### config.mk
export PLATFORM = sky130hd
export DESIGN_NAME = ascii_text_normalizer
export DESIGN_NICKNAME = d
export VERILOG_FILES = /design/src/rtl/core/atn_pkg.sv /design/src/rtl/core/ascii_text_normalizer.sv /design/src/rtl/core/atn_core.sv /design/src/rtl/core/atn_out_queue.sv
export SDC_FILE = /design/constraint.sdc
export NUM_CORES = 1
export LEC_CHECK = 0
export BUFFER_PORTS_ARGS = -buffer_cell sky130_fd_sc_hd__buf_2
export CORE_MARGIN = 1.5
export CORE_UTILIZATION = 57
export DETAILED_ROUTE_END_ITERATION = 12
export PLACE_DENSITY = 0.77
export REMOVE_ABC_BUFFERS = 1
export SYNTH_ARGS = -nofsm -noshare
export SYNTH_HDL_FRONTEND = slang
export SYNTH_HIERARCHICAL = 1
export SYNTH_SLANG_ARGS = --single-unit
### constraint.sdc
create_clock -name i_clk -period 7.3 [get_ports i_clk]
set_input_delay 1.46 -clock i_clk [delete_from_list [all_inputs] [get_ports i_clk]]
set_output_delay 1.46 -clock i_clk [all_outputs]
set_load 0.01 [all_outputs]
### src/rtl/core/atn_pkg.sv
`timescale 1ns / 1ps
package atn_pkg;

    // Character codes
    localparam logic [7:0] ChSpace    = 8'h20;
    localparam logic [7:0] ChTab      = 8'h09;
    localparam logic [7:0] ChLf       = 8'h0A;
    localparam logic [7:0] ChCr       = 8'h0D;
    localparam logic [7:0] ChFf       = 8'h0C;
    localparam logic [7:0] ChTilde    = 8'h7E;
    localparam logic [7:0] ChQuestion = 8'h3F;
    localparam logic [7:0] ChUpperA   = 8'h41;
    localparam logic [7:0] ChUpperZ   = 8'h5A;
    localparam logic [7:0] CaseOffset = 8'h20;

    localparam int unsigned LenW        = 16;
    localparam logic [LenW-1:0] CapReset = 16'hFFFF;

    // Result queue
    localparam int unsigned QDepth = 8;
    localparam int unsigned QPtrW  = $clog2(QDepth);
    localparam int unsigned QCntW  = $clog2(QDepth + 1);

    // One result word
    typedef struct packed {
        logic            eot;
        logic [LenW-1:0] len;
        logic            valid;
        logic [6:0]      ch;
    } t_result;

    // Results produced by one item, handed to the queue
    typedef struct packed {
        logic [1:0] cnt;
        t_result    res0;
        t_result    res1;
    } t_push;

    function automatic logic is_white(input logic [7:0] b);
        return (b == ChSpace) || (b == ChTab) || (b == ChLf) ||
               (b == ChCr) || (b == ChFf);
    endfunction

    // Map a visible byte to its normalized character
    function automatic logic [6:0] norm_char(input logic [7:0] b);
        logic [7:0] c;
        c = (b > ChTilde) ? ChQuestion : b;
        if ((c >= ChUpperA) && (c <= ChUpperZ)) begin
            c = c + CaseOffset;
        end
        return c[6:0];
    endfunction

endpackage

### src/rtl/core/ascii_text_normalizer.sv
// An accepted word lands in the input register; its result words then enter the result queue.
// Throughput: one input word per cycle; a character that releases a held space yields
//   two result words, drained at one per cycle while m_axis_tready is high, via an eight-entry queue.
// Input stalls only when that queue may lack room for two words per item in flight.
// Reset (i_rst_n, synchronous, active low): capacity returns to 65535, text state
//   and queue clear.
`timescale 1ns / 1ps
module ascii_text_normalizer (
    input  logic                      i_clk,
    input  logic                      i_rst_n,
    // Configuration: out_capacity
    input  logic                      i_cfg_valid,
    output logic                      o_cfg_ready,
    input  logic [atn_pkg::LenW-1:0]  i_cfg_wdata,
    // Input stream
    input  logic                      s_axis_tvalid,
    output logic                      s_axis_tready,
    input  logic [7:0]                s_axis_tdata,   // [7:0] in_byte
    input  logic                      s_axis_tlast,   // is_last
    // Output stream
    output logic                      m_axis_tvalid,
    input  logic                      m_axis_tready,
    output logic [23:0]               m_axis_tdata,   // [6:0] out_char, [22:7] final_length, [23] 0
    output logic                      m_axis_tuser,   // char_valid
    output logic                      m_axis_tlast    // end_of_text
);
    import atn_pkg::*;

    logic [LenW-1:0]   r_capacity;
    logic              accept;
    logic              busy;
    t_push             push;
    t_result           head;
    logic [QCntW-1:0]  q_count;
    logic [QCntW+1:0]  q_need;

    // Capacity register
    always_ff @(posedge i_clk) begin
        if (!i_rst_n) begin
            r_capacity <= CapReset;
        end else if (i_cfg_valid) begin
            r_capacity <= i_cfg_wdata;
        end
    end
    assign o_cfg_ready = 1'b1;

    // Room for the item in the input register plus the one now offered
    assign q_need = (QCntW + 2)'(q_count) + (busy ? (QCntW + 2)'(2) : '0)
                    + (QCntW + 2)'(2);
    assign s_axis_tready = q_need <= (QCntW + 2)'(QDepth);
    assign accept        = s_axis_tvalid && s_axis_tready;

    atn_core u_core (
        .i_clk      (i_clk),
        .i_rst_n    (i_rst_n),
        .i_accept   (accept),
        .i_byte     (s_axis_tdata),
        .i_last     (s_axis_tlast),
        .i_capacity (r_capacity),
        .o_busy     (busy),
        .o_push     (push)
    );

    atn_out_queue u_queue (
        .i_clk   (i_clk),
        .i_rst_n (i_rst_n),
        .i_push  (push),
        .i_pop   (m_axis_tready),
        .o_valid (m_axis_tvalid),
        .o_head  (head),
        .o_count (q_count)
    );

    assign m_axis_tdata = {1'b0, head.len, head.ch};
    assign m_axis_tuser = head.valid;
    assign m_axis_tlast = head.eot;

endmodule

### src/rtl/core/atn_core.sv
`timescale 1ns / 1ps
module atn_core (
    input  logic                      i_clk,
    input  logic                      i_rst_n,
    input  logic                      i_accept,
    input  logic [7:0]                i_byte,
    input  logic                      i_last,
    input  logic [atn_pkg::LenW-1:0]  i_capacity,
    output logic                      o_busy,
    output atn_pkg::t_push            o_push
);
    import atn_pkg::*;

    // Input register
    logic            r_in_valid;
    logic [7:0]      r_in_byte;
    logic            r_in_last;

    // Text state
    logic [LenW-1:0] r_written_count, n_written_count;
    logic            r_prev_space, n_prev_space;
    logic            r_seen_visible, n_seen_visible;
    logic            r_held_space, n_held_space;

    logic            white;
    logic            ctrl;
    logic            room;
    logic [6:0]      ch;
    logic [LenW:0]   count_inc;
    t_result         res_space;
    t_result         res_char;
    t_result         res_empty;
    t_push           push;

    always_ff @(posedge i_clk) begin
        if (!i_rst_n) begin
            r_in_valid <= 1'b0;
        end else begin
            r_in_valid <= i_accept;
        end
        if (i_accept) begin
            r_in_byte <= i_byte;
            r_in_last <= i_last;
        end
    end

    assign white     = is_white(r_in_byte);
    assign ctrl      = r_in_byte < ChSpace;
    assign count_inc = {1'b0, r_written_count} + {{LenW{1'b0}}, 1'b1};
    assign room      = count_inc < {1'b0, i_capacity};
    assign ch        = norm_char(r_in_byte);

    always_comb begin
        res_space       = '0;
        res_space.valid = 1'b1;
        res_space.ch    = ChSpace[6:0];
        res_char        = '0;
        res_char.valid  = 1'b1;
        res_char.ch     = ch;
        res_empty       = '0;
    end

    // Per-item normalization and result build
    always_comb begin
        n_written_count = r_written_count;
        n_prev_space    = r_prev_space;
        n_seen_visible  = r_seen_visible;
        n_held_space    = r_held_space;
        push            = '0;
        if (r_in_valid) begin
            if (white) begin
                if (!r_prev_space && r_seen_visible) begin
                    if (room) begin
                        n_held_space    = 1'b1;
                        n_written_count = count_inc[LenW-1:0];
                    end
                    n_prev_space = 1'b1;
                end
            end else if (!ctrl) begin
                if (room) begin
                    if (r_held_space) begin
                        push.res0    = res_space;
                        push.res1    = res_char;
                        push.cnt     = 2'd2;
                        n_held_space = 1'b0;
                    end else begin
                        push.res0 = res_char;
                        push.cnt  = 2'd1;
                    end
                    n_written_count = count_inc[LenW-1:0];
                end
                n_prev_space   = 1'b0;
                n_seen_visible = 1'b1;
            end

            // End of text: tag the final word (or push an empty one), then start over
            if (r_in_last) begin
                unique case (push.cnt)
                    2'd2: begin
                        push.res1.eot = 1'b1;
                        push.res1.len = n_written_count - {{(LenW-1){1'b0}}, n_held_space};
                    end
                    2'd1: begin
                        push.res0.eot = 1'b1;
                        push.res0.len = n_written_count - {{(LenW-1){1'b0}}, n_held_space};
                    end
                    default: begin
                        push.res0     = res_empty;
                        push.res0.eot = 1'b1;
                        push.res0.len = n_written_count - {{(LenW-1){1'b0}}, n_held_space};
                        push.cnt      = 2'd1;
                    end
                endcase
                n_written_count = '0;
                n_prev_space    = 1'b0;
                n_seen_visible  = 1'b0;
                n_held_space    = 1'b0;
            end
        end
    end

    always_ff @(posedge i_clk) begin
        if (!i_rst_n) begin
            r_written_count <= '0;
            r_prev_space    <= 1'b0;
            r_seen_visible  <= 1'b0;
            r_held_space    <= 1'b0;
        end else begin
            r_written_count <= n_written_count;
            r_prev_space    <= n_prev_space;
            r_seen_visible  <= n_seen_visible;
            r_held_space    <= n_held_space;
        end
    end

    assign o_busy = r_in_valid;
    assign o_push = push;

    // A last byte always leaves the text state cleared
    a_last_clears: assert property (@(posedge i_clk) disable iff (!i_rst_n)
        (r_in_valid && r_in_last) |=>
            (r_written_count == '0) && !r_held_space && !r_seen_visible)
        else $error("text state not cleared after last byte");

    // Two words only when a held space is released ahead of a character
    a_pair_space: assert property (@(posedge i_clk) disable iff (!i_rst_n)
        (push.cnt == 2'd2) |-> (push.res0.ch == ChSpace[6:0]) && r_held_space)
        else $error("word pair without held space");

    // Every last byte yields at least one word carrying end of text
    a_last_word: assert property (@(posedge i_clk) disable iff (!i_rst_n)
        (r_in_valid && r_in_last) |-> (push.cnt != 2'd0) &&
            (push.res0.eot || push.res1.eot))
        else $error("last byte without end-of-text word");

endmodule

### src/rtl/core/atn_out_queue.sv
`timescale 1ns / 1ps
module atn_out_queue (
    input  logic                       i_clk,
    input  logic                       i_rst_n,
    input  atn_pkg::t_push             i_push,
    input  logic                       i_pop,
    output logic                       o_valid,
    output atn_pkg::t_result           o_head,
    output logic [atn_pkg::QCntW-1:0]  o_count
);
    import atn_pkg::*;

    t_result           r_mem [QDepth];
    logic [QPtrW-1:0]  r_wptr, r_rptr;
    logic [QCntW-1:0]  r_count;
    logic [QPtrW-1:0]  wptr_1;
    logic              do_pop;

    assign wptr_1 = r_wptr + QPtrW'(1);
    assign do_pop = i_pop && (r_count != '0);

    // Storage: up to two words written per cycle
    always_ff @(posedge i_clk) begin
        if (i_push.cnt != 2'd0) begin
            r_mem[r_wptr] <= i_push.res0;
        end
        if (i_push.cnt == 2'd2) begin
            r_mem[wptr_1] <= i_push.res1;
        end
    end

    // Pointers and fill count
    always_ff @(posedge i_clk) begin
        if (!i_rst_n) begin
            r_wptr  <= '0;
            r_rptr  <= '0;
            r_count <= '0;
        end else begin
            r_wptr  <= r_wptr + QPtrW'(i_push.cnt);
            r_rptr  <= r_rptr + QPtrW'(do_pop);
            r_count <= r_count + QCntW'(i_push.cnt) - QCntW'(do_pop);
        end
    end

    assign o_valid = r_count != '0;
    assign o_head  = r_mem[r_rptr];
    assign o_count = r_count;

    a_no_overflow: assert property (@(posedge i_clk) disable iff (!i_rst_n)
        (QCntW + 1)'(r_count) + (QCntW + 1)'(i_push.cnt) <= (QCntW + 1)'(QDepth))
        else $error("result queue overflow");

    a_count_ptrs: assert property (@(posedge i_clk) disable iff (!i_rst_n)
        (r_count == '0 || r_count == QCntW'(QDepth)) |-> (r_wptr == r_rptr))
        else $error("queue pointers disagree with count");

    a_count_step: assert property (@(posedge i_clk) disable iff (!i_rst_n)
        1'b1 |=> (r_count == $past(r_count) + QCntW'($past(i_push.cnt))
                  - QCntW'($past(do_pop))))
        else $error("queue count step wrong");

endmodule

# ---- Word level (Yosys, flattened, before mapping)
# Memories as Yosys holds them, arrays and structs flattened. A register that Yosys moved wholly into a read port is not among the register bits.
# Cells that the tools add are included.
dict set report totals {
  ff_bits 55
  inputBits 30
  out_inout_bits 29
  mem_count 1
  ram_bits 200
}
dict set report op_classes {
  n_mux 40
  order_cmp 6
  n_eq_ne 12
  addsub 10
  reduce_logical 14
}
# memory words word_bits read_ports rd_ports_with_merged_regs wr line
set mem_list {}
lappend mem_list {u_queue.r_mem 8 25 1 1 2 atn_out_queue.sv:13} ;# t_result r_mem [QDepth];
# op count
set ops {}
lappend ops {{$mux W52} 5}
lappend ops {{$mux W16} 6}
lappend ops {{$mux W44} 1}
lappend ops {{$mux W17} 2}
lappend ops {{$eq A8 B4 Y1 const B} 4}
lappend ops {{$mux W27} 1}
lappend ops {{$mux W8} 3}
lappend ops {{$mux W1} 18}
lappend ops {{$add A16 B1 Y17 const B} 1}
lappend ops {{$lt A17 B16 Y1} 1}
lappend ops {{$sub A16 B1 Y16} 1}
lappend ops {{$eq A8 B6 Y1 const B} 1}
lappend ops {{$ge A8 B7 Y1 const B} 1}
lappend ops {{$gt A8 B7 Y1 const B} 1}
lappend ops {{$le A8 B7 Y1 const B} 1}
lappend ops {{$lt A8 B6 Y1 const B} 1}
lappend ops {{$add A7 B6 Y7 const B} 1}
lappend ops {{$mux W7} 1}
lappend ops {{$add A5 B2 Y6 const B} 1}
lappend ops {{$le A6 B4 Y1 const B} 1}
lappend ops {{$reduce_and A3 Y1} 2}
lappend ops {{$add A4 B2 Y5} 1}
lappend ops {{$add A4 B2 Y4} 1}
lappend ops {{$eq A2 B2 Y1 const B} 2}
lappend ops {{16 further kinds} 24}

# ---- Longest topological paths before layout
# Gate-level depths: netlist (run 1).
dict set report logic_depth {
  depth_word 18
  depth_mapped 24
  ltp_nobuf 23
}

# ---- Cells and area by module
# The synthesis (run 1) kept the hierarchy.
# module instances cells_each seq_area_each_um2 area_per_inst_um2
set by_module_without_submodules {}
lappend by_module_without_submodules {atn_out_queue 1 588 6206.0 10605.2}
lappend by_module_without_submodules {atn_core 1 451 670.6 3279.4}
lappend by_module_without_submodules {ascii_text_normalizer 1 70 320.3 708.2}

# ---- Worst setup path before layout (run 1)
# Ideal clock, no wire load.
dict set report synth_timing {
  kind {flip-flop to flip-flop}
  startpoint {register u_core.r_written_count[6]}
  endpoint {memory u_queue/r_mem[1][0] (netlist bit), enable pin}
  synth_period_minus_slack_ns 6.869
  arrival_ns 6.423
  setup_slack_ns 0.431
  stages_incl_launch_ff 21
  required_ns 6.854
  path_cell_list {dfxtp_1 > clkbuf_1 > nand3_1 > nor3_1 > and4_1 > nand3_1 > nor2_1 > xor2_1 > ha_1 > nand3_1 > nor2_1 > a221o_1 > nor3_1 > nand3_1 > ha_1 > or2_2 > clkbuf_1 > clkbuf_1 > o21ai_0 > o21ai_0 > o31ai_1}
}
# element line
set synth_rtl {}
lappend synth_rtl {{start, declared} atn_core.sv:20} ;# logic [LenW-1:0] r_written_count, n_written_count;
lappend synth_rtl {{start signal, assigned} atn_core.sv:129} ;# r_written_count <= n_written_count;
lappend synth_rtl {{end, declared} atn_out_queue.sv:13}

==> impl_metrics.yaml, run 1 <==
worst_setup_path:
  critPathLaunchType: "register"
  cp_max_fo: 17
  slowest_stage: "o21ai_2"
  worstPathArrival_ns: 6.82
  path_class: "reg -> reg"
  crit_top_cell: "nand3_1"
  crit_required_ns: 7.54
  critPathMaxStageDelay_ns: 0.94
  worstSetupEndpointType: "register"
  reg2reg_depth: 19
  cp_cell_sequence: "nand4_1, nor3_1, and4_1, nand3_1, nor2_1, xor2_1, ha_1, nand3_1, nor2_1, a221o_1, nor3_1, nand3_1, ha_1, or2_2, o21ai_0, buf_4, o21ai_0, o21ai_2, buf_4"
route:
  drtIter0Drc: 726
  first_pass_iters: 5
  ant_nets: 0
  wire_per_inst_um: 22.22
  drc: 0
  viasPerCell: 6.246
  drt_wl_total_um: 33330
  dr_total_vias: 9369
clock_tree:
  clkLatencyLatePin_ns: 0.55
  cts_hold_buf: 0
  cts_tree: "yes"
  cts_resized: 0
  clkSlewWorstSetupHoldPaths_ns: 0.06
  ctsRootBufferMaster: "clkbuf_16"
  clkSinkCount: 255
  cts.path.max_buffers: 3
  cts_buffers: 28
  post_cts_buffers: 0
  htree_levels: 1
sta:
  period_needed_ns: 6.577
  setup_viol: 0
  slew_headroom_pct: 28.38
  final_hold_viol_count: 0
  worst_slew_pin_slew_ns: 1.072
  fin_crit_sh_pct: 90.10
  setup_slack_ns: 0.7226
  slew_viol_final: 0
  final.setup.tns_ns: 0
  fmax_mhz: 152.0
  hold_slack_ns: 0.4716
  finClkSkew_ns: 0.01195
  rsz0062_at_grt: "false"
logic_synthesis:
  synthCells: 1109
  yosysUniqueCellTypes: 77
  ys_ff_latch: 255
  synth_edf_count: 209
  synth_area_mm2: 0.01459
  yosysWarnings: 6
  synthArstFlopShare_pct: 0
  syn_area_per_cell_um2: 13.16
  synthFlopType: "edfxtp_1"
  seq_area_frac_synth_pct: 49.32
pwr:
  p_leak_nw: 5.937
  pwr-share-clk_pct: 35.9
  p_seq_share_pct: 44.1
  power_mw: 3.948
  switching_share_pct: 26.80
  p_int_mw: 2.890
  powerDensity_mw_per_mm2: 244.5
  peakVddDrop_v: 0.0002127
  power.switching_mw: 1.058
  p_comb_share_pct: 20.0
finish:
  stdcell_area_mm2: 0.01615
  fin_nets: 1214
  areaGrowthSynthToFinish_pct: 10.67
  utilization_pct: 64.13
  finalNonFillerCells: 1500
  drive_gt1_share_pct: 37.26
  num_antenna_cells: 0
global_route:
  track_usage_pct: 25.88
  gr-total-overflow: 0
  grt_pass1_wl_um: 52720
  grt_pass1_vias: 9338
  antenna_found_initial: 0
  grt_max_degree: 50
floorplan:
  die_area_mm2: 0.02657
  die_h_um: 163.0
  ios: 59
  rows: 58
  start_util_pct: 57.95
  dieWidth_um: 163.0
  core-area_mm2: 0.02518
place:
  portBuffers: 56
  placed_cells: 1448
  gp_congestion: 0.8996
  dp_slack_ns: 0.7968
  dpl_cell_area_mm2: 0.01522
  place_hpwl_um: 21330
worst_hold_path:
  whs_path_depth: 2
  hold_path_class: "reg -> reg"
job:
  cap_violations: 0
run_status:
  outcome: "finished, final reports clean"
## placed cells by master (no fill, tap or decap), types with 28 or more instances in the layout
| cell | instances |
|---|---|
| mux2_2 | 217 |
| edfxtp_1 | 209 |
| nor2_1 | 61 |
| buf_2 | 56 |
| nand2_1 | 53 |
| mux4_2 | 50 |
| dfxtp_1 | 44 |
| inv_1 | 41 |
| ha_1 | 34 |
| clkbuf_16 | 29 |
| o21ai_0 | 28 |
## power groups by stage
stage	Sequential (mW)	Clock, mW	Combinational (mW)
after floorplan	1.78	0	0.527
after global placement	1.77	0	0.777
after detailed placement	1.77	0	0.790
after CTS	1.74	1.44	0.797
after global routing	1.75	1.50	0.870
final	1.74	1.42	0.790
## registers in the layout, indices dropped and copies added, names as in the netlist
| signal | count |
|---|---|
| r_capacity | 16 |
| u_core/o_busy | 1 |
| u_core/r_held_space | 1 |
| u_core/r_in_byte | 8 |
| u_core/r_in_last | 1 |
| u_core/r_prev_space | 1 |
| u_core/r_seen_visible | 1 |
| u_core/r_written_count | 16 |
| u_queue/o_count | 4 |
| u_queue/r_mem | 200 |
| u_queue/r_rptr | 3 |
| u_queue/r_wptr | 3 |
## critical path, delay by kind of cell, from the launching register on
kind | cells | cell delay, ns
simple gates | 10 | 2.71
compound gates | 4 | 1.70
flops | 1 | 0.61
buf+inv | 2 | 0.55
fa+ha+maj | 2 | 0.53
xor+xnor | 1 | 0.18
## synthesized netlist by cell type (7+ instances only)
cell type  count  share of area (%)
mux4_2        50                7.7
edfxtp_1     209                 43
o21ai_0       32                1.1
xor2_1        13               0.78
and3_1         9               0.39
nand2_1       53                1.4
and2_1        14               0.60
buf_2         23               0.79
dfxtp_1       46                6.3
nand2b_1       7               0.30
nor3_1        14               0.48
ha_1          34                2.9
nor4_1        10               0.43
inv_1         41                1.1
mux2_2       217                 17
mux2i_1       27                1.9
a21oi_1       20               0.69
nor2b_1       15               0.64
clkbuf_1      35               0.90
nand3_1       18               0.62
nand4_1        9               0.39
xnor2_1       25                1.5
nor2_1        61                1.6
## per-layer routing
layer  share of wire, %  vias up  GRT usage, %
li1                   -     4282             -
met1                 43     4650         36.63
met2                 48      385         42.09
met3                6.8       52         3.285
met4                2.1        0         7.298
met5                  0        -             0
## kinds of logic (layout without fill, tap and decap cells)
kind of cell	after synthesis	count (layout)	synth area share (%)
other cells	2	2	0.05146
simple gates	253	253	9.217
flops	255	255	49.32
compound gates	105	105	4.904
buf+inv	115	176	3.601
mux	303	303	27.21
fa+ha+maj	36	36	3.190
xor+xnor	40	40	2.504
## area by class of cell
cell class                 instances  area [um2]
sequential                       255        7202
timing repair buffer              81       518.0
fill                            1856        9032
inverter                          43       161.4
clock buffer                      32       737.0
multi-input combinational        739        6925
tap                              330       412.9
clock inverter                    20       192.7
## final timing paths
path / from / to / slack [ns]
worst max-delay path: u_core/r_written_count[3]$_SDFFE_PN0P_ / u_queue/r_mem[7][6]$_DFFE_PP_ / 0.72
worst min register to register: r_capacity[1]$_SDFFE_PN1P_ / r_capacity[1]$_SDFFE_PN1P_ / 0.47
worst min-delay path: r_capacity[1]$_SDFFE_PN1P_ / r_capacity[1]$_SDFFE_PN1P_ / 0.47
worst max register to register: u_core/r_written_count[3]$_SDFFE_PN0P_ / u_queue/r_mem[7][6]$_DFFE_PP_ / 0.72
Power figures use the tool's default switching activity.
==> run 2, diff against run 1 <==
ABC_AREA = 1   (was unset)
CORE_UTILIZATION = 58   (was 57)
PLACE_DENSITY = 0.78   (was 0.77)
==> run 2 against run 1 <==
Effect of this change: final cell count rose by 83%; die area is 18% higher; non-clock buffer count increased by 7; wire length rose by 41%; maximum frequency rose by 1.1%; sequential power shrank 2%; via count is 69% higher; area after synthesis grew 21%; clock skew rose by 0.0084 ns; combinational power up 75%; setup slack better by 0.072 ns; highest routed layer unchanged.
==> impl_metrics.yaml, run 2 <==
logic_synthesis:
  ys_top_cells_by_area: "edfxtp_1, nand2_1, nand4_1"
  seq_area_frac_synth_pct: 40.90
  synth_top_cell_by_area: "edfxtp_1"
  synth_edf_count: 209
  yosysWarnings: 6
  synthArstFlopShare_pct: 0
  ys_ff_latch: 255
  synth_top_cell_area_share_pct: 35.67
  synth_area_mm2: 0.01760
  synthCells: 2416
  yosysMostFrequentCell: "nand2_1"
  yosysUniqueCellTypes: 49
  yosys-top-cells-count: "nand2_1, inv_1, nand4_1"
  synthFlopType: "edfxtp_1"
  syn_area_per_cell_um2: 7.283
route:
  dr_total_vias: 15810
  drc: 0
  drtIter0Drc: 2213
  viasPerCell: 5.746
  first_pass_iters: 6
  wire_per_inst_um: 17.12
  drt_wl_total_um: 47100
  ant_nets: 0
sta:
  fmax_mhz: 153.7
  finClkSkew_ns: 0.02035
  setup_viol: 0
  period_needed_ns: 6.505
  final.setup.tns_ns: 0
  rsz0062_at_grt: "false"
  slew_viol_final: 0
  fin_crit_sh_pct: 89.11
  final_hold_viol_count: 0
  slew_headroom_pct: 19.86
  worst_slew_pin_slew_ns: 1.202
global_route:
  gr-total-overflow: 0
  grt_pass1_wl_um: 76340
  antenna_found_initial: 0
  track_usage_pct: 30.27
  grt_max_degree: 106
  grt_pass1_vias: 15210
pwr:
  p_leak_nw: 9.149
  power_mw: 4.621
  powerDensity_mw_per_mm2: 253.2
  peakVddDrop_v: 0.0003065
run_status:
  outcome: "finished, final reports clean"
worst_setup_path:
  critPathLaunchType: "register"
  critPathMaxStageDelay_ns: 0.77
  path_buf_inv: 6
  cp_top_family: "simple AND/OR/NAND/NOR gates"
  worstPathArrival_ns: 6.93
  path_class: "reg -> reg"
  slowest_stage: "buf_4"
  worstSetupEndpointType: "register"
  cp_max_fo: 69
  cp_cell_sequence: "inv_1, nor2_1, nand3_1, nor4_1, xor2_1, ha_1, and3_1, nor3b_1, nand2_2, nand3_2, nor2_4, inv_1, nor2_1, ha_1, nor2_1, buf_4, clkinv_1, o21ai_0, inv_1, nand2_1, nor2_4, buf_4, nand4_1, nand2_1"
  crit_required_ns: 7.72
finish:
  largest_register_ffs: 200
  reg_top3: "u_queue/r_mem x200, r_capacity x16, u_core/r_written_count x16"
  top_register: "u_queue/r_mem"
  areaGrowthSynthToFinish_pct: 3.726
  final_cell_mix: "nand2_1, inv_1, nand4_1"
  drive_gt1_share_pct: 9.911
  final_common_cell: "nand2_1"
  fin_nets: 2405
  num_antenna_cells: 0
  stdcell_area_mm2: 0.01825
floorplan:
  rows: 63
  ios: 59
  die_area_mm2: 0.03139
  core-area_mm2: 0.02972
  start_util_pct: 59.21
  die_h_um: 177.2
  dieWidth_um: 177.2
clock_tree:
  clkSlewWorstSetupHoldPaths_ns: 0.06
  clkSinkCount: 255
  clkLatencyLatePin_ns: 0.56
  cts_tree: "yes"
  cts_resized: 0
  ctsRootBufferMaster: "clkbuf_16"
  cts_buffers: 28
  cts_hold_buf: 0
  cts.path.max_buffers: 3
  post_cts_buffers: 0
  htree_levels: 1
job:
  cap_violations: 0
place:
  portBuffers: 56
  gp_congestion: 0.9333
  dpl_cell_area_mm2: 0.01725
  place_hpwl_um: 29770
worst_hold_path:
  hold_path_class: "reg -> reg"
## run 2: cell count changes after synthesis, sizes merged, moves of 103 or more
cell / change
nand3: +155
mux2: -225
inv: +295
nand2: +926
nand4: +216
buf: +103
## run 2: area by class of cell
type / instances / area, um2
repair buffers: 88 / 520.5
inverters: 341 / 1285
flip-flops and latches: 255 / 7199
fillers: 2590 / 11470
well taps: 390 / 488.0
multi-input cells: 1625 / 7761
clock inverters: 16 / 211.5
clock buffers: 36 / 785.8
## run 2: report_power, final
| part | total, mW | switching [mW] | internal [mW] |
|---|---|---|---|
| combinational | 1.38 | 0.998 | 0.383 |
| sequential | 1.70 | 0.0410 | 1.66 |
| clock | 1.54 | 0.607 | 0.936 |
| total | 4.62 | 1.65 | 2.98 |
## run 2: path summary, 6_finish.rpt
check / start / end / slack, ns / depth (start not counted)
worst max-delay path: u_core/r_written_count[0]$_SDFFE_PN0P_ / u_queue/r_mem[1][8]$_DFFE_PP_ / 0.79 / 24
worst min-delay path: r_capacity[10]$_SDFFE_PN1P_ / r_capacity[10]$_SDFFE_PN1P_ / 0.45 / 2
worst max register to register: u_core/r_written_count[0]$_SDFFE_PN0P_ / u_queue/r_mem[1][8]$_DFFE_PP_ / 0.79 / 24
worst min register to register: r_capacity[10]$_SDFFE_PN1P_ / r_capacity[10]$_SDFFE_PN1P_ / 0.45 / 2
## run 2: worst register-to-register path, cell delays in order (launching register included)
cell and delay [ns]:
dfxtp_1 0.47, inv_1 0.12, nor2_1 0.28, nand3_1 0.17
nor4_1 0.27, xor2_1 0.30, ha_1 0.30, and3_1 0.19
nor3b_1 0.14, nand2_2 0.38, nand3_2 0.41, nor2_4 0.25
inv_1 0.10, nor2_1 0.18, ha_1 0.20, nor2_1 0.05
buf_4 0.17, clkinv_1 0.06, o21ai_0 0.14, inv_1 0.11
nand2_1 0.14, nor2_4 0.74, buf_4 0.78, nand4_1 0.26
nand2_1 0.15
## run 2: kinds of logic after synthesis
group / after synthesis / share of synthesized area, %
simple gates: 1506 / 38.37
xor+xnor: 16 / 0.7964
other cells: 2 / 0.04268
fa+ha+maj: 36 / 2.645
flops: 255 / 40.90
buf+inv: 536 / 15.23
compound gates: 65 / 2.012
## run 2: metrics by stage
step,cells,util [%],worst slack (ns),hold slack [ns]
finish,2751,61.42,0.7948,0.4536
global route,2751,61.42,0.3543,0.4859
CTS,2751,61.42,0.9555,0.4595
detailed placement,2699,58.06,0.9731,0.4435
global placement,2699,58.06,1.224,0.4415
floorplan,2221,-,0.1734,0.4289
## run 2: routing by layer
metal	global-route usage, %	wire, um
met1	40.48	18840
met2	50.00	21830
met3	4.510	5183
met4	10.56	1241
met5	0	0
